===== config.mk =====
export PLATFORM = sky130hd
export DESIGN_NAME = sof_len_cmd_frame_parser_flat
export DESIGN_NICKNAME = d
export VERILOG_FILES = /design/src/rtl/core/slcfp_pkg.sv /design/src/rtl/core/slcfp_if.sv /design/src/rtl/core/sof_len_cmd_frame_parser.sv /design/src/flat_wrapper.sv
export SDC_FILE = /design/constraint.sdc
export NUM_CORES = 1
export LEC_CHECK = 0
export BUFFER_PORTS_ARGS = -buffer_cell sky130_fd_sc_hd__clkbuf_2
export CAP_MARGIN = 20
export CORE_MARGIN = 2
export CORE_UTILIZATION = 35
export CTS_BUF_LIST = sky130_fd_sc_hd__clkbuf_4 sky130_fd_sc_hd__clkbuf_8 sky130_fd_sc_hd__clkbuf_16
export DETAILED_ROUTE_END_ITERATION = 8
export GPL_TIMING_DRIVEN = 0
export HOLD_SLACK_MARGIN = 0.12
export PLACE_DENSITY = 0.52
export SYNTH_ARGS = -nofsm -noshare
export SYNTH_HDL_FRONTEND = slang
export SYNTH_SLANG_ARGS = --single-unit

===== constraint.sdc =====
create_clock -name clk_i -period 2.95 [get_ports clk_i]
set_clock_uncertainty 0.05 [all_clocks]
set_input_delay 0.1475 -clock clk_i [delete_from_list [all_inputs] [get_ports clk_i]]
set_output_delay 0.1475 -clock clk_i [all_outputs]
set_load 0.02 [all_outputs]

===== src/rtl/core/slcfp_pkg.sv =====
`default_nettype none

package slcfp_pkg;

  localparam int unsigned ByteW   = 8;
  localparam int unsigned StatusW = 2;
  localparam int unsigned CfgIdxW = 1;

  localparam logic [ByteW-1:0] StartByteRst = 8'hFE;
  localparam logic [ByteW-1:0] MaxLenRst    = 8'd64;

  typedef enum logic [2:0] {
    PH_HUNT = 3'd0,
    PH_LEN  = 3'd1,
    PH_CMD  = 3'd2,
    PH_DATA = 3'd3,
    PH_FCS  = 3'd4
  } phase_e;

  typedef enum logic [StatusW-1:0] {
    ST_BUSY = 2'd0,
    ST_OK   = 2'd1,
    ST_FAIL = 2'd2
  } status_e;

  typedef enum logic [CfgIdxW-1:0] {
    REG_START_BYTE = 1'b0,
    REG_MAX_LEN    = 1'b1
  } cfg_reg_e;

  typedef struct packed {
    logic [StatusW-1:0] parse_status;
    logic [ByteW-1:0]   frame_cmd;
    logic [ByteW-1:0]   frame_len;
    logic               payload_valid;
    logic [ByteW-1:0]   payload_byte;
    logic [ByteW-1:0]   payload_index;
  } res_t;

endpackage

`default_nettype wire


===== src/rtl/core/slcfp_if.sv =====
`default_nettype none

interface slcfp_rx_if import slcfp_pkg::*; ();
  logic             valid;
  logic             ready;
  logic [ByteW-1:0] rx_byte;

  modport source (output valid, output rx_byte, input ready);
  modport sink   (input valid, input rx_byte, output ready);
endinterface

interface slcfp_res_if import slcfp_pkg::*; ();
  logic               valid;
  logic               ready;
  logic [StatusW-1:0] parse_status;
  logic [ByteW-1:0]   frame_cmd;
  logic [ByteW-1:0]   frame_len;
  logic               payload_valid;
  logic [ByteW-1:0]   payload_byte;
  logic [ByteW-1:0]   payload_index;

  modport source (output valid, output parse_status, output frame_cmd, output frame_len,
                  output payload_valid, output payload_byte, output payload_index,
                  input ready);
  modport sink   (input valid, input parse_status, input frame_cmd, input frame_len,
                  input payload_valid, input payload_byte, input payload_index,
                  output ready);
endinterface

interface slcfp_cfg_if import slcfp_pkg::*; ();
  logic               valid;
  logic               ready;
  logic [CfgIdxW-1:0] index;
  logic [ByteW-1:0]   data;

  modport source (output valid, output index, output data, input ready);
  modport sink   (input valid, input index, input data, output ready);
endinterface

`default_nettype wire


===== src/rtl/core/sof_len_cmd_frame_parser.sv =====
`default_nettype none
// Channel | Dir | Payload                                        | Request
// rx_i    | in  | rx_byte                                        | one received byte
// res_o   | out | parse_status frame_cmd frame_len payload_valid | one result per byte
//         |     | payload_byte payload_index                     |
// cfg_i   | in  | index data                                     | one register write
//
// One byte per cycle unless res_o stalls; a result shows the cycle after its byte.
// The parse state and the result register update in the accepting cycle.
// Reset loads start_byte 0xFE, the length limit 64 and hunts for a start byte.
// A stalled result holds in its register; rx_i is taken whenever that register
// is empty or being drained. cfg_i is always ready.

module sof_len_cmd_frame_parser import slcfp_pkg::*; (
  input  wire logic    clk_i,
  input  wire logic    rst_ni,
  slcfp_rx_if.sink     rx_i,
  slcfp_res_if.source  res_o,
  slcfp_cfg_if.sink    cfg_i
);

  logic [ByteW-1:0] start_byte_q;
  logic [ByteW-1:0] max_len_q;

  phase_e           phase_q, phase_d;
  logic [ByteW-1:0] len_q, len_d;
  logic [ByteW-1:0] cmd_q, cmd_d;
  logic [ByteW-1:0] cnt_q, cnt_d;
  logic [ByteW-1:0] chk_q, chk_d;

  logic             out_valid_q;
  res_t             res_q, res_d;

  logic             rx_acc;
  logic [ByteW-1:0] b;
  logic [ByteW-1:0] cnt_inc;

  assign cfg_i.ready = 1'b1;
  assign rx_i.ready  = !out_valid_q || res_o.ready;
  assign rx_acc      = rx_i.valid && rx_i.ready;
  assign b           = rx_i.rx_byte;
  assign cnt_inc     = cnt_q + 8'd1;

  always_ff @(posedge clk_i or negedge rst_ni) begin
    if (!rst_ni) begin
      start_byte_q <= StartByteRst;
      max_len_q    <= MaxLenRst;
    end else if (cfg_i.valid) begin
      unique case (cfg_i.index)
        REG_START_BYTE: start_byte_q <= cfg_i.data;
        REG_MAX_LEN:    max_len_q    <= cfg_i.data;
        default: ;
      endcase
    end
  end

  // next state
  always_comb begin
    phase_d = phase_q;
    len_d   = len_q;
    cmd_d   = cmd_q;
    cnt_d   = cnt_q;
    chk_d   = chk_q;
    unique case (phase_q)
      PH_LEN: begin
        if (b <= max_len_q) begin
          len_d   = b;
          cnt_d   = '0;
          chk_d   = b;
          phase_d = PH_CMD;
        end else begin
          phase_d = PH_HUNT;
        end
      end
      PH_CMD: begin
        cmd_d   = b;
        chk_d   = chk_q ^ b;
        phase_d = (len_q == '0) ? PH_FCS : PH_DATA;
      end
      PH_DATA: begin
        chk_d = chk_q ^ b;
        cnt_d = cnt_inc;
        if (cnt_inc >= len_q) begin
          phase_d = PH_FCS;
        end
      end
      PH_FCS: begin
        phase_d = PH_HUNT;
      end
      default: begin
        phase_d = (b == start_byte_q) ? PH_LEN : PH_HUNT;
      end
    endcase
  end

  // result
  always_comb begin
    res_d               = '0;
    res_d.parse_status  = ST_BUSY;
    res_d.frame_cmd     = cmd_d;
    res_d.frame_len     = len_d;
    unique case (phase_q)
      PH_LEN: begin
        if (b > max_len_q) begin
          res_d.parse_status = ST_FAIL;
        end
      end
      PH_DATA: begin
        res_d.payload_valid = 1'b1;
        res_d.payload_byte  = b;
        res_d.payload_index = cnt_q;
      end
      PH_FCS: begin
        res_d.parse_status = (b == chk_q) ? ST_OK : ST_FAIL;
      end
      default: ;
    endcase
  end

  always_ff @(posedge clk_i or negedge rst_ni) begin
    if (!rst_ni) begin
      phase_q <= PH_HUNT;
      len_q   <= '0;
      cmd_q   <= '0;
      cnt_q   <= '0;
      chk_q   <= '0;
    end else if (rx_acc) begin
      phase_q <= phase_d;
      len_q   <= len_d;
      cmd_q   <= cmd_d;
      cnt_q   <= cnt_d;
      chk_q   <= chk_d;
    end
  end

  always_ff @(posedge clk_i or negedge rst_ni) begin
    if (!rst_ni) begin
      out_valid_q <= 1'b0;
    end else if (rx_acc) begin
      out_valid_q <= 1'b1;
    end else if (res_o.ready) begin
      out_valid_q <= 1'b0;
    end
  end

  always_ff @(posedge clk_i) begin
    if (rx_acc) begin
      res_q <= res_d;
    end
  end

  assign res_o.valid         = out_valid_q;
  assign res_o.parse_status  = res_q.parse_status;
  assign res_o.frame_cmd     = res_q.frame_cmd;
  assign res_o.frame_len     = res_q.frame_len;
  assign res_o.payload_valid = res_q.payload_valid;
  assign res_o.payload_byte  = res_q.payload_byte;
  assign res_o.payload_index = res_q.payload_index;

  a_payload_busy: assert property (@(posedge clk_i) disable iff (!rst_ni)
    (res_o.valid && res_o.payload_valid) |-> (res_o.parse_status == ST_BUSY))
    else $error("payload echoed with a final status");

  a_cnt_below_len: assert property (@(posedge clk_i) disable iff (!rst_ni)
    (phase_q == PH_DATA) |-> (cnt_q < len_q))
    else $error("payload count reached length inside data phase");

  a_data_exit: assert property (@(posedge clk_i) disable iff (!rst_ni)
    (rx_acc && phase_q == PH_DATA) |=> (phase_q == PH_DATA || phase_q == PH_FCS))
    else $error("data phase left to a phase other than check");

  a_stall_blocks: assert property (@(posedge clk_i) disable iff (!rst_ni)
    (out_valid_q && !res_o.ready) |-> !rx_i.ready)
    else $error("byte taken while result stalled");

  a_len_bound: assert property (@(posedge clk_i) disable iff (!rst_ni)
    (rx_acc && phase_q == PH_LEN && res_d.parse_status == ST_BUSY) |=> (len_q <= $past(max_len_q)))
    else $error("held length above maximum");

endmodule

`default_nettype wire

===== src/flat_wrapper.sv =====
// flat-port wrapper written by rule: the top's interface ports become plain ports
module sof_len_cmd_frame_parser_flat import slcfp_pkg::*;
  (clk_i, rst_ni, rx_i_valid, rx_i_rx_byte, rx_i_ready, res_o_valid, res_o_parse_status, res_o_frame_cmd, res_o_frame_len, res_o_payload_valid, res_o_payload_byte, res_o_payload_index, res_o_ready, cfg_i_valid, cfg_i_index, cfg_i_data, cfg_i_ready);
  slcfp_rx_if rx_i_i ();
  slcfp_res_if res_o_i ();
  slcfp_cfg_if cfg_i_i ();
  input  wire logic clk_i;
  input  wire logic rst_ni;
  input wire logic [$bits(rx_i_i.valid)-1:0] rx_i_valid;
  input wire logic [$bits(rx_i_i.rx_byte)-1:0] rx_i_rx_byte;
  output wire logic [$bits(rx_i_i.ready)-1:0] rx_i_ready;
  output wire logic [$bits(res_o_i.valid)-1:0] res_o_valid;
  output wire logic [$bits(res_o_i.parse_status)-1:0] res_o_parse_status;
  output wire logic [$bits(res_o_i.frame_cmd)-1:0] res_o_frame_cmd;
  output wire logic [$bits(res_o_i.frame_len)-1:0] res_o_frame_len;
  output wire logic [$bits(res_o_i.payload_valid)-1:0] res_o_payload_valid;
  output wire logic [$bits(res_o_i.payload_byte)-1:0] res_o_payload_byte;
  output wire logic [$bits(res_o_i.payload_index)-1:0] res_o_payload_index;
  input wire logic [$bits(res_o_i.ready)-1:0] res_o_ready;
  input wire logic [$bits(cfg_i_i.valid)-1:0] cfg_i_valid;
  input wire logic [$bits(cfg_i_i.index)-1:0] cfg_i_index;
  input wire logic [$bits(cfg_i_i.data)-1:0] cfg_i_data;
  output wire logic [$bits(cfg_i_i.ready)-1:0] cfg_i_ready;
  assign rx_i_i.valid = rx_i_valid;
  assign rx_i_i.rx_byte = rx_i_rx_byte;
  assign rx_i_ready = rx_i_i.ready;
  assign res_o_valid = res_o_i.valid;
  assign res_o_parse_status = res_o_i.parse_status;
  assign res_o_frame_cmd = res_o_i.frame_cmd;
  assign res_o_frame_len = res_o_i.frame_len;
  assign res_o_payload_valid = res_o_i.payload_valid;
  assign res_o_payload_byte = res_o_i.payload_byte;
  assign res_o_payload_index = res_o_i.payload_index;
  assign res_o_i.ready = res_o_ready;
  assign cfg_i_i.valid = cfg_i_valid;
  assign cfg_i_i.index = cfg_i_index;
  assign cfg_i_i.data = cfg_i_data;
  assign cfg_i_ready = cfg_i_i.ready;
  sof_len_cmd_frame_parser u_core (.clk_i(clk_i), .rst_ni(rst_ni), .rx_i(rx_i_i), .res_o(res_o_i), .cfg_i(cfg_i_i));
endmodule

==> impl_metrics.csv <==
group,metric,value,unit
critical_path,cp.required,3000,ps
power_and_ir_drop,max-vdd-ir-drop,0.000305,V
grt,grt_pass1_wl,16.9,mm
sta,setup_viol,0,
critical_path,critical_path.max_fanout,8,
power_and_ir_drop,p_sw,1.76,mW
synthesis,yosys-top-cells-count,"48 x mux2_2, 44 x dfrtp_1, 35 x edfxtp_1, 29 x nand2_1, 22 x inv_1",
synthesis,ys_types,48,
sta,tightest_slew,732,ps
critical_path,startpoint_type,"flip-flop",
finish,utilization,43.9,%
placed_design,dp_slack,-57.5,ps
critical_path,arrival,2820,ps
drt,drt-total-wl,10.2,mm
grt,grt_pass1_vias,3124,
placed_design,io_buffers,57,
power_and_ir_drop,sequentialPowerShare,37.1,%
synthesis,syn_inst,369,
synthesis,syn_nets,408,
clocking,clk_pin_slew,60,ps
floorplan,io_pins,60,
power_and_ir_drop,p_sw_share,33.4,%
finish,layout-drive-gt1-share,34.6,%
finish,diodes,0,
clocking,cts_buffers,9,
critical_path,max_stage_delay,680,ps
clocking,cts_tree,"yes",
power_and_ir_drop,cellLeakagePower,2.33,nW
synthesis,ys_ff_latch,87,
sta,slew_headroom,51.2,%
synthesis,synth_area_leaders,"dfrtp_1 25%, edfxtp_1 24%, mux2_2 12%",
clocking,cts_sinks,87,
drt,wl_per_cell,16.4,um
sta,fin_crit_sh,93.9,%
synthesis,ys.flop_type,"dfrtp_1",
critical_path,criticalPathCategory,"flip-flop to flip-flop",
critical_path,cp_num_buf_inv,1,
floorplan,die_h,117,um
finish,area_growth,23.5,%
sta,fmax,361,MHz
job,drv_cap,0,
drt,first_pass_iters,5,
sta,hold_viol_final,0,
floorplan,dieArea,13600,sq um
grt,grt_max_degree,29,
finish,nets,488,
power_and_ir_drop,p_per_area,961,nW/um^2
placed_design,gp_congestion,0.808,
sta,rsz0062_at_grt,"false",
grt,antenna_found_initial,0,
grt,globalRouteOverflowTotal,0,
synthesis,synth_top_area_cell,"dfrtp_1",
drt,viasPerCell,4.98,
critical_path,crit_chain,"inv_1, ha_1, nand4_1, nor2_1, a21oi_1, nor4b_4, mux2_2",
grt,grt_usage,16.5,%
critical_path,slowest_stage,"nor4b_4",
power_and_ir_drop,internal-power,3.50,mW
floorplan,coreArea,12500,sq um
clocking,clk_latency,350,ps
clocking,htreeDepth,3,
synthesis,synth_area,4430,sq um
hold_path,hp-class,"primary input to flip-flop",
placed_design,place_hpwl,7.21,mm
synthesis,yosysSeqAreaShare,53.3,%
floorplan,initial_utilization,35.5,%
clocking,cts_root_buf,"clkbuf_16",
critical_path,critPathTopFamily,"simple AND/OR/NAND/NOR gates",
floorplan,rows,41,
sta,setup_slack,180,ps
power_and_ir_drop,pwr-share-comb,35.1,%
power_and_ir_drop,pwr-share-clk,27.8,%
drt,ant_nets,0,
sta,fin_crit,2770,ps
synthesis,postSynthAreaPerCell,12.0,sq um
drt,drc,0,
drt,num_vias,3119,
synthesis,synth_most_common_cell,"mux2_2",
floorplan,die_w,117,um
drt,drt_iter0_markers,170,
synthesis,synth_top_area_share,24.9,%
synthesis,synth_edf_count,35,
synthesis,yosys_warnings,0,
clocking,clk_path_buf_depth,2,
synthesis,ys_async_sr_fraction,59.8,%
critical_path,endpoint_kind,"flip-flop",
status,outcome,"finished, final reports clean",
sta,slew_violations,0,
-- stage by stage --
step / cell area (sq um) / TNS (ps) / power [mW] / instances / hold WS [ps]
after floorplan: 4430 / 0 / 3.28 / 369 / -198
after global placement: 4930 / -2890 / 3.73 / 598 / 346
after detailed placement: 4970 / -309 / 3.79 / 600 / 204
after CTS: 5460 / 0 / 5.29 / 626 / 123
after global routing: 5470 / 0 / 5.60 / 626 / 185
final: 5470 / 0 / 5.26 / 626 / 125
-- worst paths after layout --
path,cells past startpoint,slack [ps],endpoint,start
worst max-delay path,7,180,u_core.res_o.frame_len[4],u_core.max_len_q[6]
worst min-delay path,3,130,u_core.res_o.valid,res_o_ready
worst max register to register,7,180,u_core.res_o.frame_len[4],u_core.max_len_q[6]
worst min register to register,2,440,u_core.cmd_q[0],u_core.cmd_q[0]
max in group asynchronous,3,1910,u_core.cmd_q[4],rst_ni
min in group asynchronous,2,340,u_core.res_o.valid,rst_ni
-- worst min-delay path, delay by kind of cell --
family	cells	cell delay, ps
buffers and inverters	1	70
and+or+nand+nor	2	260
-- per-layer routing --
metal | wire length (um) | track usage [%]
met1 | 4790 | 22.6
met2 | 4850 | 26.4
met3 | 442 | 2.85
met4 | 163 | 6.43
met5 | 0 | 0
-- power groups by stage --
stage	Clock, mW	Combinational (mW)	Sequential (mW)
6_report	1.46	1.85	1.95
5_1_grt	1.54	2.05	2.01
4_1_cts	1.49	1.84	1.95
3_5_place_dp	0	1.82	1.97
3_3_place_gp	0	1.77	1.96
2_1_floorplan	0	1.25	2.03
-- cell usage in the layout (no fill, tap or decap), types with 6 or more instances in the layout --
cell	n
nor3_1	7
nor4_1	7
o221a_2	7
o21ai_0	7
nand2_1	29
nand3_1	7
clkbuf_2	58
a21oi_1	10
mux2_2	48
dfstp_2	8
dfrtp_1	44
clkbuf_1	11
inv_1	22
dlygate4sd3_1	10
a31oi_1	13
and3_1	12
ha_1	17
xor2_1	18
o31ai_1	6
edfxtp_1	35
clkbuf_16	10
nor2_1	9
-- cell families after synthesis --
group,share of synthesized area (%)
other cells,0.0846
xor+xnor,4.55
flops,53.3
compound gates,9.55
mux,12.2
buf+inv,4.49
fa+ha+maj,4.80
simple gates,11.0
-- registers in the layout, summed over array words and instances (netlist names), 3 cells and up --
| signal | flops |
|---|---|
| u_core.chk_q | 8 |
| u_core.cmd_q | 8 |
| u_core.cnt_q | 8 |
| u_core.len_q | 8 |
| u_core.max_len_q | 8 |
| u_core.res_o.frame_cmd | 8 |
| u_core.res_o.frame_len | 8 |
| u_core.res_o.payload_byte | 8 |
| u_core.res_o.payload_index | 8 |
| u_core.start_byte_q | 8 |
| u_core.phase_q | 3 |
-- layout make-up --
type	count	area (sq um)
buffer	21	114
clock buffer	10	250
clock inverter	6	138
fill	1216	6990
inverter	23	86.3
multi-input combinational	238	1880
sequential	87	2360
tap	172	215
timing repair buffer	69	425
-- timing repair --
action | in CTS | in global routing
hold endpoints to repair | 34 | 0
setup buffers | 0 | 0
setup endpoints to repair | 0 | 2
gates resized for setup | 0 | 3
hold buffers | 10 | 0
Power figures use the tool's default switching activity.
